**config.mk**
```make
export PLATFORM = sky130hd
export DESIGN_NAME = dmc_ram
export DESIGN_NICKNAME = d
export VERILOG_FILES = /design/src/rtl/core/assert_macros.svh /design/src/rtl/core/dmc_ram.sv
export SDC_FILE = /design/constraint.sdc
export NUM_CORES = 1
export LEC_CHECK = 0
export BUFFER_PORTS_ARGS = -buffer_cell sky130_fd_sc_hd__clkbuf_2
export CAP_MARGIN = 10
export CORE_ASPECT_RATIO = 0.7
export CORE_MARGIN = 5
export CORE_UTILIZATION = 36
export CTS_CLUSTER_SIZE = 10
export DETAILED_ROUTE_END_ITERATION = 10
export PLACE_DENSITY = 0.47
export RECOVER_POWER = 25
export SLEW_MARGIN = 10
export SYNTH_ARGS = -nofsm -noshare
export SYNTH_HDL_FRONTEND = slang
export SYNTH_SLANG_ARGS = --single-unit
```
**constraint.sdc**
```tcl
create_clock -name clk -period 3.9 [get_ports clk]
set_input_delay 0.39 -clock clk [delete_from_list [all_inputs] [get_ports clk]]
set_output_delay 0.39 -clock clk [all_outputs]
set_load 0.01 [all_outputs]
```
**src/rtl/core/assert_macros.svh**
```systemverilog
// assertion macros shared by the cache rtl
// no dependencies; define SYNTH to compile the checks away
`ifndef ASSERT_MACROS_SVH
`define ASSERT_MACROS_SVH

`ifndef SYNTH
// property checked on every rising edge, muted while reset is asserted
`define DMC_ASSERT(label, clk, rst_n, prop) \
    label: assert property (@(posedge clk) disable iff (!rst_n) prop) \
    else $error("dmc assertion failed");
// property checked on every rising edge, reset included
`define DMC_ASSERT_ALWAYS(label, clk, prop) \
    label: assert property (@(posedge clk) prop) \
    else $error("dmc assertion failed");
`else
`define DMC_ASSERT(label, clk, rst_n, prop)
`define DMC_ASSERT_ALWAYS(label, clk, prop)
`endif

`endif

```
**src/rtl/core/dmc_ram.sv**
```systemverilog
// simple dual-port synchronous ram, one write and one registered read port
// no dependencies; DEPTH must be a power of two
`default_nettype none

module dmc_ram #(
    parameter int DEPTH = 64,
    parameter int WIDTH = 8
) (
    input  wire logic                     clk,
    input  wire logic                     we,
    input  wire logic [$clog2(DEPTH)-1:0] waddr,
    input  wire logic [WIDTH-1:0]         wdata,
    input  wire logic                     re,
    input  wire logic [$clog2(DEPTH)-1:0] raddr,
    output logic      [WIDTH-1:0]         rdata
);

    logic [WIDTH-1:0] mem [DEPTH];
    logic [WIDTH-1:0] rdata_reg;

    // write port
    always_ff @(posedge clk) begin
        if (we) begin
            mem[waddr] <= wdata;
        end
    end

    // read port, data holds until the next read
    always_ff @(posedge clk) begin
        if (re) begin
            rdata_reg <= mem[raddr];
        end
    end

    assign rdata = rdata_reg;

endmodule

`default_nettype wire

```
**After elaboration in Yosys (flattened, before gate mapping)**

Memory sizes are Yosys's and may differ from the RTL's. A register that Yosys moved wholly into a read port is not among the register bits.
Cells that the tools add are included.

- Register bits after elaboration: 0
- Bits in writable memories: 512
- Input port bits: 23
- Output and inout bits: 8
- Logic and storage cells: 3
- Memories kept: 1

Memories:

| name | depth | bits a word | read ports | clocked after Yosys merged registers in | write ports | RTL line | source |
|---|---|---|---|---|---|---|---|
| mem | 64 | 8 | 1 | 1 | 1 | dmc_ram.sv:18 | `logic [WIDTH-1:0] mem [DEPTH];` |

- Multiplexer cells: 2

Operator list:

| operator | number |
|---|---|
| 1-bit 2-to-1 mux | 2 |

**Depth between registers and ports, before layout**

Gate-level depths: netlist of run 1.

- Depth after elaboration: 2
- Mapped depth: 9
- Gate-level depth less buffers: 5

**Worst setup path after synthesis of run 1**

Ideal clock, no wire load.

- Kind: input -> register
- From: input port raddr[1]
- To: register rdata_reg[3] (netlist: rdata[3]) (read register of mem) (data pin)
- Library setup time: 0.266 ns
- Data arrival time: 1.930 ns
- Required time: 3.634 ns
- Path slack: 1.704 ns
- Cell stages on the path: 7
- Path buffers: 3
- Path through: buf_4 > buf_2 > buf_2 > mux4_2 > mux4_2 > o21ai_1 > o41ai_1

RTL lines:

| what | RTL line | source |
|---|---|---|
| start, declared | dmc_ram.sv:14 | `input wire logic [$clog2(DEPTH)-1:0] raddr,` |
| end, declared | dmc_ram.sv:19 | `logic [WIDTH-1:0] rdata_reg;` |

==> flow_metrics.env, run 1 <==
export IMPL_fmax_mhz=397.0
export IMPL_layout_commonest_cell="edfxtp_1"
export IMPL_diodes=0
export IMPL_final_cell_mix="edfxtp_1, mux4_2, nor2_1"
export IMPL_synth_top_area_share_pct=77.12
export IMPL_drt_iter0_drc=1015
export IMPL_htreeDepth=2
export IMPL_grt_max_degree=65
export IMPL_final_cell_area_um2=22930
export IMPL_initial_core_util_pct=36.49
export IMPL_clockPowerShare_pct=40.5
export IMPL_combinationalPowerShare_pct=5.2
export IMPL_dp_hpwl_um=32060
export IMPL_vdd_drop_max_mv=0.3062
export IMPL_drive_above_1_share_pct=26.41
export IMPL_antenna_found_initial=1
export IMPL_num_fill_cells=4921
export IMPL_path_clk_slew_ns=0.06
export IMPL_cap_violations=5
export IMPL_ant_nets=0
export IMPL_drt_pass1_iter_count=5
export IMPL_wl_per_cell_um=28.66
export IMPL_layout_nets=1050
export IMPL_postSynth_asyncResetShare_pct=0
export IMPL_syn_inst=940
export IMPL_worstMarginPinSlew_ns=2.783
export IMPL_start_kind="input pin"
export IMPL_synth_edf_count=520
export IMPL_grt_pass1_vias=9939
export IMPL_synth_top_area_cell="edfxtp_1"
export IMPL_die_w_um=293.5
export IMPL_synth_area_leaders="edfxtp_1, mux4_2, nor2_1"
export IMPL_drc_errors=0
export IMPL_endpoint_kind="flop"
export IMPL_drt_total_wl_um=50720
export IMPL_cts_root_buf="clkbuf_16"
export IMPL_ctsResizeCount=0
export IMPL_finClkSkew_ns=0.02410
export IMPL_portBuffers=30
export IMPL_synth_area_per_cell_um2=21.54
export IMPL_period_share_pct=64.59
export IMPL_swShare_pct=20.96
export IMPL_grt_pass1_wl_um=73800
export IMPL_num_vias=9641
export IMPL_worstPathMaxFanout=42
export IMPL_p_per_area_nw_per_um2=500.2
export IMPL_cts_tree="done"
export IMPL_setup_viol=0
export IMPL_syn_to_final_growth_pct=13.24
export IMPL_power_switching_w=0.002403
export IMPL_clock_sinks=520
export IMPL_grt_ovfl_total=0
export IMPL_hold_viol_final=0
export IMPL_dieArea_um2=61160
export IMPL_status="finished, violations left"
export IMPL_num_rows=72
export IMPL_ys_types=39
export IMPL_cp_data_arrival_time_ns=2.84
export IMPL_reg2reg_slack_ns=1.59
export IMPL_seq_area_frac_synth_pct=77.12
export IMPL_ys_flop_type="edfxtp_1"
export IMPL_post_cts_setup_buffer_count=0
export IMPL_synth_warnings=0
export IMPL_gp_congestion=0.7844
export IMPL_hold_slack_ns=0.3625
export IMPL_setup_tns_ns=0
export IMPL_largest_reg_flops=512
export IMPL_p_leak_nw=7.064
export IMPL_ys_ff_latch=520
export IMPL_drv_slew=199
export IMPL_synthesis_area_um2=20250
export IMPL_viasPerCell=5.447
export IMPL_die_y_um=208.4
export IMPL_power_frac_seq_pct=54.3
export IMPL_hold_buffers=0
export IMPL_place_area_um2=21440
export IMPL_slew_headroom_pct=-85.50
export IMPL_core_region_area_um2=55490
export IMPL_cts_buffer_depth=3
export IMPL_grt_total_usage_pct=16.57
export IMPL_fin_crit_ns=2.519
export IMPL_rsz0062_at_grt="false"
export IMPL_critPathRequiredTime_ns=4.22
export IMPL_hold_path_class="input pin to flop"
export IMPL_internal_power_w=0.009065
export IMPL_violations="max-capacitance violations, max-slew violations"
export IMPL_syn_num_nets=963
export IMPL_ios=31
export IMPL_crit_type="input pin to flop"
export IMPL_insertion_delay_ns=0.59
export IMPL_cts_buffers=58
## power groups by stage
stage | clock (W) | sequential [W] | combinational (W)
3_3_place_gp | 0 | 0.00634 | 0.000601
6_report | 0.00465 | 0.00623 | 0.000594
4_1_cts | 0.00476 | 0.00622 | 0.000606
3_5_place_dp | 0 | 0.00634 | 0.000605
5_1_grt | 0.00501 | 0.00623 | 0.000635
2_1_floorplan | 0 | 0.00633 | 0.000330
## synthesized netlist by cell type (2+ instances only)
| library cell | n |
|---|---|
| a2111oi_0 | 2 |
| a211oi_1 | 4 |
| a21oi_1 | 3 |
| a221oi_1 | 6 |
| a22oi_1 | 3 |
| buf_1 | 4 |
| buf_12 | 2 |
| buf_2 | 11 |
| buf_4 | 13 |
| buf_6 | 4 |
| clkbuf_1 | 17 |
| edfxtp_1 | 520 |
| mux2_2 | 13 |
| mux2i_1 | 23 |
| mux4_2 | 126 |
| nand2_1 | 19 |
| nand2b_1 | 7 |
| nand3_1 | 13 |
| nand3b_1 | 3 |
| nand4_1 | 2 |
| nor2_1 | 83 |
| nor2b_1 | 14 |
| nor3_1 | 7 |
| nor4_1 | 2 |
| o2111ai_1 | 3 |
| o21a_1 | 2 |
| o21ai_0 | 2 |
| o21ai_1 | 2 |
| o221a_2 | 2 |
| o221ai_1 | 8 |
| o22ai_1 | 8 |
| o2bb2ai_1 | 3 |
| o32ai_1 | 2 |
| o41ai_1 | 2 |
## metrics by stage
stage	util, %	instances	worst slack (ns)	total power, W
2_1_floorplan	-	940	1.704	0.006658
3_3_place_gp	38.64	1707	0.7938	0.006938
3_5_place_dp	38.64	1707	0.7659	0.006942
4_1_cts	41.34	1770	1.379	0.01159
5_1_grt	41.32	1770	1.121	0.01187
6_report	41.32	1770	1.381	0.01147
## layer usage
metal | routed length [um] | up-vias | GRT usage [%]
li1 | - | 4084 | -
met1 | 25810 | 5188 | 27.47
met2 | 21090 | 293 | 22.57
met3 | 2887 | 76 | 3.145
met4 | 937 | 0 | 3.540
met5 | 0 | - | 0
## final cells by class
class | count | area (um2) | area share [%]
clock buffer | 60 | 1480 | 6.456
timing repair buffer | 78 | 560.5 | 2.445
tap | 740 | 925.9 | 4.038
clock inverter | 3 | 21.27 | 0.09277
multi-input combinational | 369 | 4325 | 18.86
sequential | 520 | 15620 | 68.10
## worst paths after layout
kind         startpoint        to  cells after the start
max reg2reg   mem[3][5]  rdata[5]                      5
min reg2reg  mem[26][6]  rdata[6]                      3
max            raddr[0]  rdata[5]                      6
min                  re  rdata[5]                      1
## critical path, cell delays in order
cell       delay [ns]
buf_8            0.40
buf_4            0.41
mux4_2           0.53
a2111oi_0        0.73
buf_4            0.25
o41ai_1          0.08
## logic make-up (layout without fill, tap and decap cells)
kind of cell / count (synthesis) / after routing / share of synthesized area [%]
DFF: 520 / 520 / 77.12
buffers and inverters: 51 / 141 / 1.563
muxes: 162 / 162 / 15.88
AOI/OAI and AO/OA: 54 / 54 / 2.064
and+or+nand+nor: 153 / 153 / 3.374
No activity file was read; power rests on OpenSTA's default activity.
==> inputs of run 2 (changes only) <==
--- a/config.mk
+++ b/config.mk
@@ -12,7 +12,7 @@
 export CORE_UTILIZATION = 36
 export CTS_CLUSTER_SIZE = 10
 export DETAILED_ROUTE_END_ITERATION = 10
-export PLACE_DENSITY = 0.47
+export PLACE_DENSITY = 0.49
 export RECOVER_POWER = 25
 export SLEW_MARGIN = 10
 export SYNTH_ARGS = -nofsm -noshare
==> constraint.sdc (replaced) <==
create_clock -name clk -period 2.3 [get_ports clk]
set_input_delay 0.23 -clock clk [delete_from_list [all_inputs] [get_ports clk]]
set_output_delay 0.23 -clock clk [all_outputs]
set_load 0.01 [all_outputs]
==> flow_metrics.env, run 2 (synthesis gave the netlist of run 1 again) <==
export IMPL_place_area_um2=22530
export IMPL_period_share_pct=95.54
export IMPL_clock_sinks=520
export IMPL_cap_violations=2
export IMPL_cts_buffers=58
export IMPL_multi_input_area_um2=4315
export IMPL_fin_cells=1892
export IMPL_ios=31
export IMPL_drt_iter0_drc=1026
export IMPL_diodes=0
export IMPL_min_to="rdata[1]"
export IMPL_viasPerCell=5.335
export IMPL_power_switching_w=0.004064
export IMPL_num_rows=72
export IMPL_layout_nets=1171
export IMPL_cts_root_buf="clkbuf_16"
export IMPL_num_fill_cells=4850
export IMPL_final_cell_mix="edfxtp_1, buf_4, mux4_2"
export IMPL_crit_type="flop to flop"
export IMPL_combinationalPowerShare_pct=5.9
export IMPL_setup_viol=0
export IMPL_worstPathMaxFanout=1
export IMPL_drc_errors=0
export IMPL_holdPathStages=1
export IMPL_power_frac_seq_pct=54.1
export IMPL_status="finished, violations left"
export IMPL_cts_buffer_depth=3
export IMPL_largest_reg_flops=512
export IMPL_gp_congestion=0.7707
export IMPL_p_leak_nw=7.724
export IMPL_fmax_mhz=455.1
export IMPL_insertion_delay_ns=0.59
export IMPL_core_region_area_um2=55490
export IMPL_ant_nets=0
export IMPL_setup_tns_ns=0
export IMPL_cts_tree="done"
export IMPL_grt_ovfl_total=0
export IMPL_post_cts_setup_buffer_count=0
export IMPL_vdd_drop_max_mv=0.4981
export IMPL_antenna_found_initial=0
export IMPL_dp_hpwl_um=34850
export IMPL_layout_commonest_cell="edfxtp_1"
export IMPL_portBuffers=30
export IMPL_swShare_pct=20.85
export IMPL_hold_viol_final=0
export IMPL_finClkSkew_ns=0.02835
export IMPL_hold_buffers=0
export IMPL_wl_per_cell_um=27.46
export IMPL_regArea_um2=15620
export IMPL_drive_above_1_share_pct=33.94
export IMPL_die_y_um=208.4
export IMPL_syn_to_final_growth_pct=18.39
export IMPL_hold_slack_ns=0.2115
export IMPL_endpoint_kind="flop"
export IMPL_violations="max-capacitance violations, max-slew violations"
export IMPL_start_kind="flop"
export IMPL_slew_headroom_pct=-12.26
export IMPL_num_vias=10090
export IMPL_die_w_um=293.5
export IMPL_reg2reg_depth=5
export IMPL_critPathRequiredTime_ns=2.64
export IMPL_drv_slew=63
export IMPL_clockPowerShare_pct=39.9
export IMPL_reg2reg_slack_ns=0.10
export IMPL_hp_start="re"
export IMPL_rsz0062_at_grt="false"
export IMPL_post_route_util_pct=43.20
export IMPL_grt_pass1_vias=10180
export IMPL_grt_max_degree=65
export IMPL_initial_core_util_pct=36.49
export IMPL_drt_total_wl_um=51960
export IMPL_r2r_start="mem[45][2]"
export IMPL_htreeDepth=2
export IMPL_ctsResizeCount=0
export IMPL_dp_cells=1828
export IMPL_path_clk_slew_ns=0.06
export IMPL_worstMarginPinSlew_ns=1.684
export IMPL_timing_rr_end="rdata[2]"
export IMPL_final_cell_area_um2=23970
export IMPL_p_per_area_nw_per_um2=813.1
export IMPL_cp_data_arrival_time_ns=2.54
export IMPL_fin_crit_ns=2.197
export IMPL_hold_path_class="input pin to flop"
export IMPL_internal_power_w=0.01543
export IMPL_drt_pass1_iter_count=5
export IMPL_dieArea_um2=61160
export IMPL_grt_pass1_wl_um=75090
export IMPL_grt_total_usage_pct=16.92
[run 2: cell types whose count changed in the layout (fill, tap and decap cells not counted), sizes merged]
cell,before,now
clkbuf,88,93
clkinvlp,0,1
buf,50,167
clkinv,1,2
inv,2,0
[run 2: per-layer routing]
metal | share of wire, % | global-route usage (%) | wire [um]
met3 | 8.4 | 4.690 | 4342
met4 | 1.6 | 3.345 | 841
met1 | 49 | 27.04 | 25220
met2 | 41 | 23.20 | 21550
met5 | 0 | 0 | 0
[run 2: how the worst max path moves through the flow]
stage | startpoint | end | slack [ns] | depth (start not counted)
2_1_floorplan | raddr[1] | rdata[3] | 0.26 | 7
3_3_place_gp | raddr[0] | rdata[7] | -0.19 | 6
3_5_place_dp | raddr[0] | rdata[7] | -0.19 | 6
4_1_cts | mem[45][0] | rdata[0] | 0.11 | 5
5_1_grt | mem[46][0] | rdata[0] | 0.07 | 5
6_report | mem[45][2] | rdata[2] | 0.10 | 5
[run 2: power by group through the flow]
stage                     logic [W]  clock network [W]  registers (W)
after floorplan            0.000559                  0         0.0107
after global placement      0.00117                  0         0.0107
after detailed placement    0.00118                  0         0.0107
after CTS                   0.00118            0.00801         0.0105
after global routing        0.00123            0.00840         0.0106
final                       0.00115            0.00778         0.0106
[run 2: cell type report]
class                           count  share of cell area, %
Tap cell                          740                  3.863
Clock buffer                       61                  6.102
Clock inverter                      3                 0.1148
Multi-Input combinational cell    369                  18.00
Timing Repair Buffer              199                  6.775
Sequential cell                   520                  65.14
[run 2: critical path, stage by stage (launching register included)]
cell,delay (ns)
edfxtp_1,0.37
mux4_2,0.48
mux2_2,0.32
a221oi_1,0.52
buf_4,0.21
o2bb2ai_1,0.06
[run 2: metrics by stage]
step	setup slack, ns	power (W)
3_3_place_gp	-0.1865	0.01191
4_1_cts	0.1066	0.01974
6_report	0.1025	0.01949
2_1_floorplan	0.2637	0.01129
3_5_place_dp	-0.1868	0.01192
5_1_grt	0.07488	0.02018
==> inputs of run 3 (changes only) <==
--- a/config.mk
+++ b/config.mk
@@ -12,8 +12,10 @@
 export CORE_UTILIZATION = 36
 export CTS_CLUSTER_SIZE = 10
 export DETAILED_ROUTE_END_ITERATION = 10
-export PLACE_DENSITY = 0.49
+export PLACE_DENSITY = 0.53
 export RECOVER_POWER = 25
+export SKIP_CTS_REPAIR_TIMING = 1
+export SKIP_LAST_GASP = 1
 export SLEW_MARGIN = 10
 export SYNTH_ARGS = -nofsm -noshare
 export SYNTH_HDL_FRONTEND = slang
==> flow_metrics.env, run 3 (synthesis gave the netlist of run 1 again) <==
export IMPL_cts_tree="done"
export IMPL_clockPowerShare_pct=40.1
export IMPL_drc_errors=0
export IMPL_final_cell_area_um2=23790
export IMPL_num_vias=10060
export IMPL_reg2reg_depth=5
export IMPL_fin_crit_ns=2.197
export IMPL_cts_buffer_depth=3
export IMPL_critical_path_max_stage_delay_ns=0.48
export IMPL_clock_sinks=520
export IMPL_insertion_delay_ns=0.58
export IMPL_slew_headroom_pct=-19.31
export IMPL_wl_per_cell_um=27.10
export IMPL_die_y_um=208.4
export IMPL_drt_iter0_drc=1101
export IMPL_grt_pass1_wl_um=73180
export IMPL_cts_buffers=58
export IMPL_grt_ovfl_total=0
export IMPL_post_route_util_pct=42.87
export IMPL_initial_core_util_pct=36.49
export IMPL_rsz0062_at_grt="false"
export IMPL_critPathRequiredTime_ns=2.61
export IMPL_cts_root_buf="clkbuf_16"
export IMPL_layout_nets=1149
export IMPL_gp_congestion=0.8231
export IMPL_hold_viol_final=0
export IMPL_power_frac_seq_pct=54.2
export IMPL_final_cell_mix="edfxtp_1, buf_4, mux4_2"
export IMPL_drt_total_wl_um=50670
export IMPL_dp_hpwl_um=32860
export IMPL_die_w_um=293.5
export IMPL_internal_power_w=0.01545
export IMPL_endpoint_kind="flop"
export IMPL_cp_top_family="multiplexers"
export IMPL_dieArea_um2=61160
export IMPL_diodes=0
export IMPL_num_fill_cells=4857
export IMPL_drive_above_1_share_pct=33.19
export IMPL_core_region_area_um2=55490
export IMPL_finClkSkew_ns=0.02058
export IMPL_vdd_drop_max_mv=0.5679
export IMPL_path_clk_slew_ns=0.06
export IMPL_power_switching_w=0.004035
export IMPL_cp_data_arrival_time_ns=2.50
export IMPL_drv_slew=157
export IMPL_grt_max_degree=65
export IMPL_start_kind="flop"
export IMPL_htreeDepth=2
export IMPL_crit_type="flop to flop"
export IMPL_worst_path_buf_inv=0
export IMPL_swShare_pct=20.70
export IMPL_num_rows=72
export IMPL_place_area_um2=22300
export IMPL_portBuffers=30
export IMPL_status="finished, violations left"
export IMPL_grt_pass1_vias=9979
export IMPL_layout_commonest_cell="edfxtp_1"
export IMPL_fmax_mhz=455.2
export IMPL_ant_nets=0
export IMPL_p_leak_nw=7.620
export IMPL_cp_cell_sequence="mux4_2, mux2_2, o221a_2, nor3_1, o32ai_1"
export IMPL_cap_violations=4
export IMPL_viasPerCell=5.382
export IMPL_worstMarginPinSlew_ns=1.790
export IMPL_p_per_area_nw_per_um2=819.3
export IMPL_setup_viol=0
export IMPL_hold_path_class="input pin to flop"
export IMPL_cp_depth=5
export IMPL_slowest_stage="mux4_2"
export IMPL_drt_pass1_iter_count=5
export IMPL_period_share_pct=95.51
export IMPL_worstPathMaxFanout=1
export IMPL_syn_to_final_growth_pct=17.49
export IMPL_ios=31
export IMPL_combinationalPowerShare_pct=5.7
export IMPL_violations="max-capacitance violations, max-slew violations"
export IMPL_antenna_found_initial=1
export IMPL_largest_reg_flops=512
export IMPL_holdPathStages=1
export IMPL_grt_total_usage_pct=16.40
## run 3: cell type report
class                           instances  area, um2  share of cell area [%]
Multi-Input combinational cell        369       4328                   18.19
Tap cell                              740      925.9                   3.892
Sequential cell                       520      15620                   65.64
Clock buffer                           59       1476                   6.207
Clock inverter                          5      26.28                  0.1105
Timing Repair Buffer                  177       1416                   5.954
## run 3: metrics by stage
stage                     total power (W)  setup slack (ns)  hold WS, ns  setup TNS (ns)  cells
final                             0.01949            0.1032       0.2716               0   1870
after global routing              0.02013           0.02029       0.2536               0   1870
after CTS                         0.01970           0.04024      0.09756               0   1870
after detailed placement          0.01188           -0.4029       0.7166          -2.098   1806
after global placement            0.01186           -0.4436       0.7255          -2.124   1806
after floorplan                   0.01129            0.2637       0.3289               0    940
## run 3: per-layer routing
metal | vias to the layer above | wire length (um) | global-route usage (%)
met5 | - | 13 | 0
met4 | 2 | 606 | 2.419
met3 | 56 | 4663 | 4.403
met2 | 401 | 21200 | 22.63
met1 | 5331 | 24190 | 26.52
li1 | 4274 | - | -
## run 3: worst register-to-register path: cells and delay by family, from the launching register on
kind	cells	cell delay (ns)
muxes	2	0.80
AOI/OAI and AO/OA	2	0.44
DFF	1	0.36
and+or+nand+nor	1	0.34
## run 3: power by group through the flow
stage / Sequential (W) / Clock (W) / Combinational (W)
after floorplan: 0.0107 / 0 / 0.000559
after global placement: 0.0107 / 0 / 0.00112
after detailed placement: 0.0107 / 0 / 0.00113
after CTS: 0.0105 / 0.00801 / 0.00113
after global routing: 0.0106 / 0.00838 / 0.00120
final: 0.0106 / 0.00782 / 0.00112
## run 3: worst paths after layout
check	to	slack [ns]	from
worst max register to register	rdata[4]	0.10	mem[20][4]
worst min register to register	rdata[4]	0.90	mem[26][4]
worst max-delay path	rdata[4]	0.10	mem[20][4]
worst min-delay path	rdata[0]	0.27	re
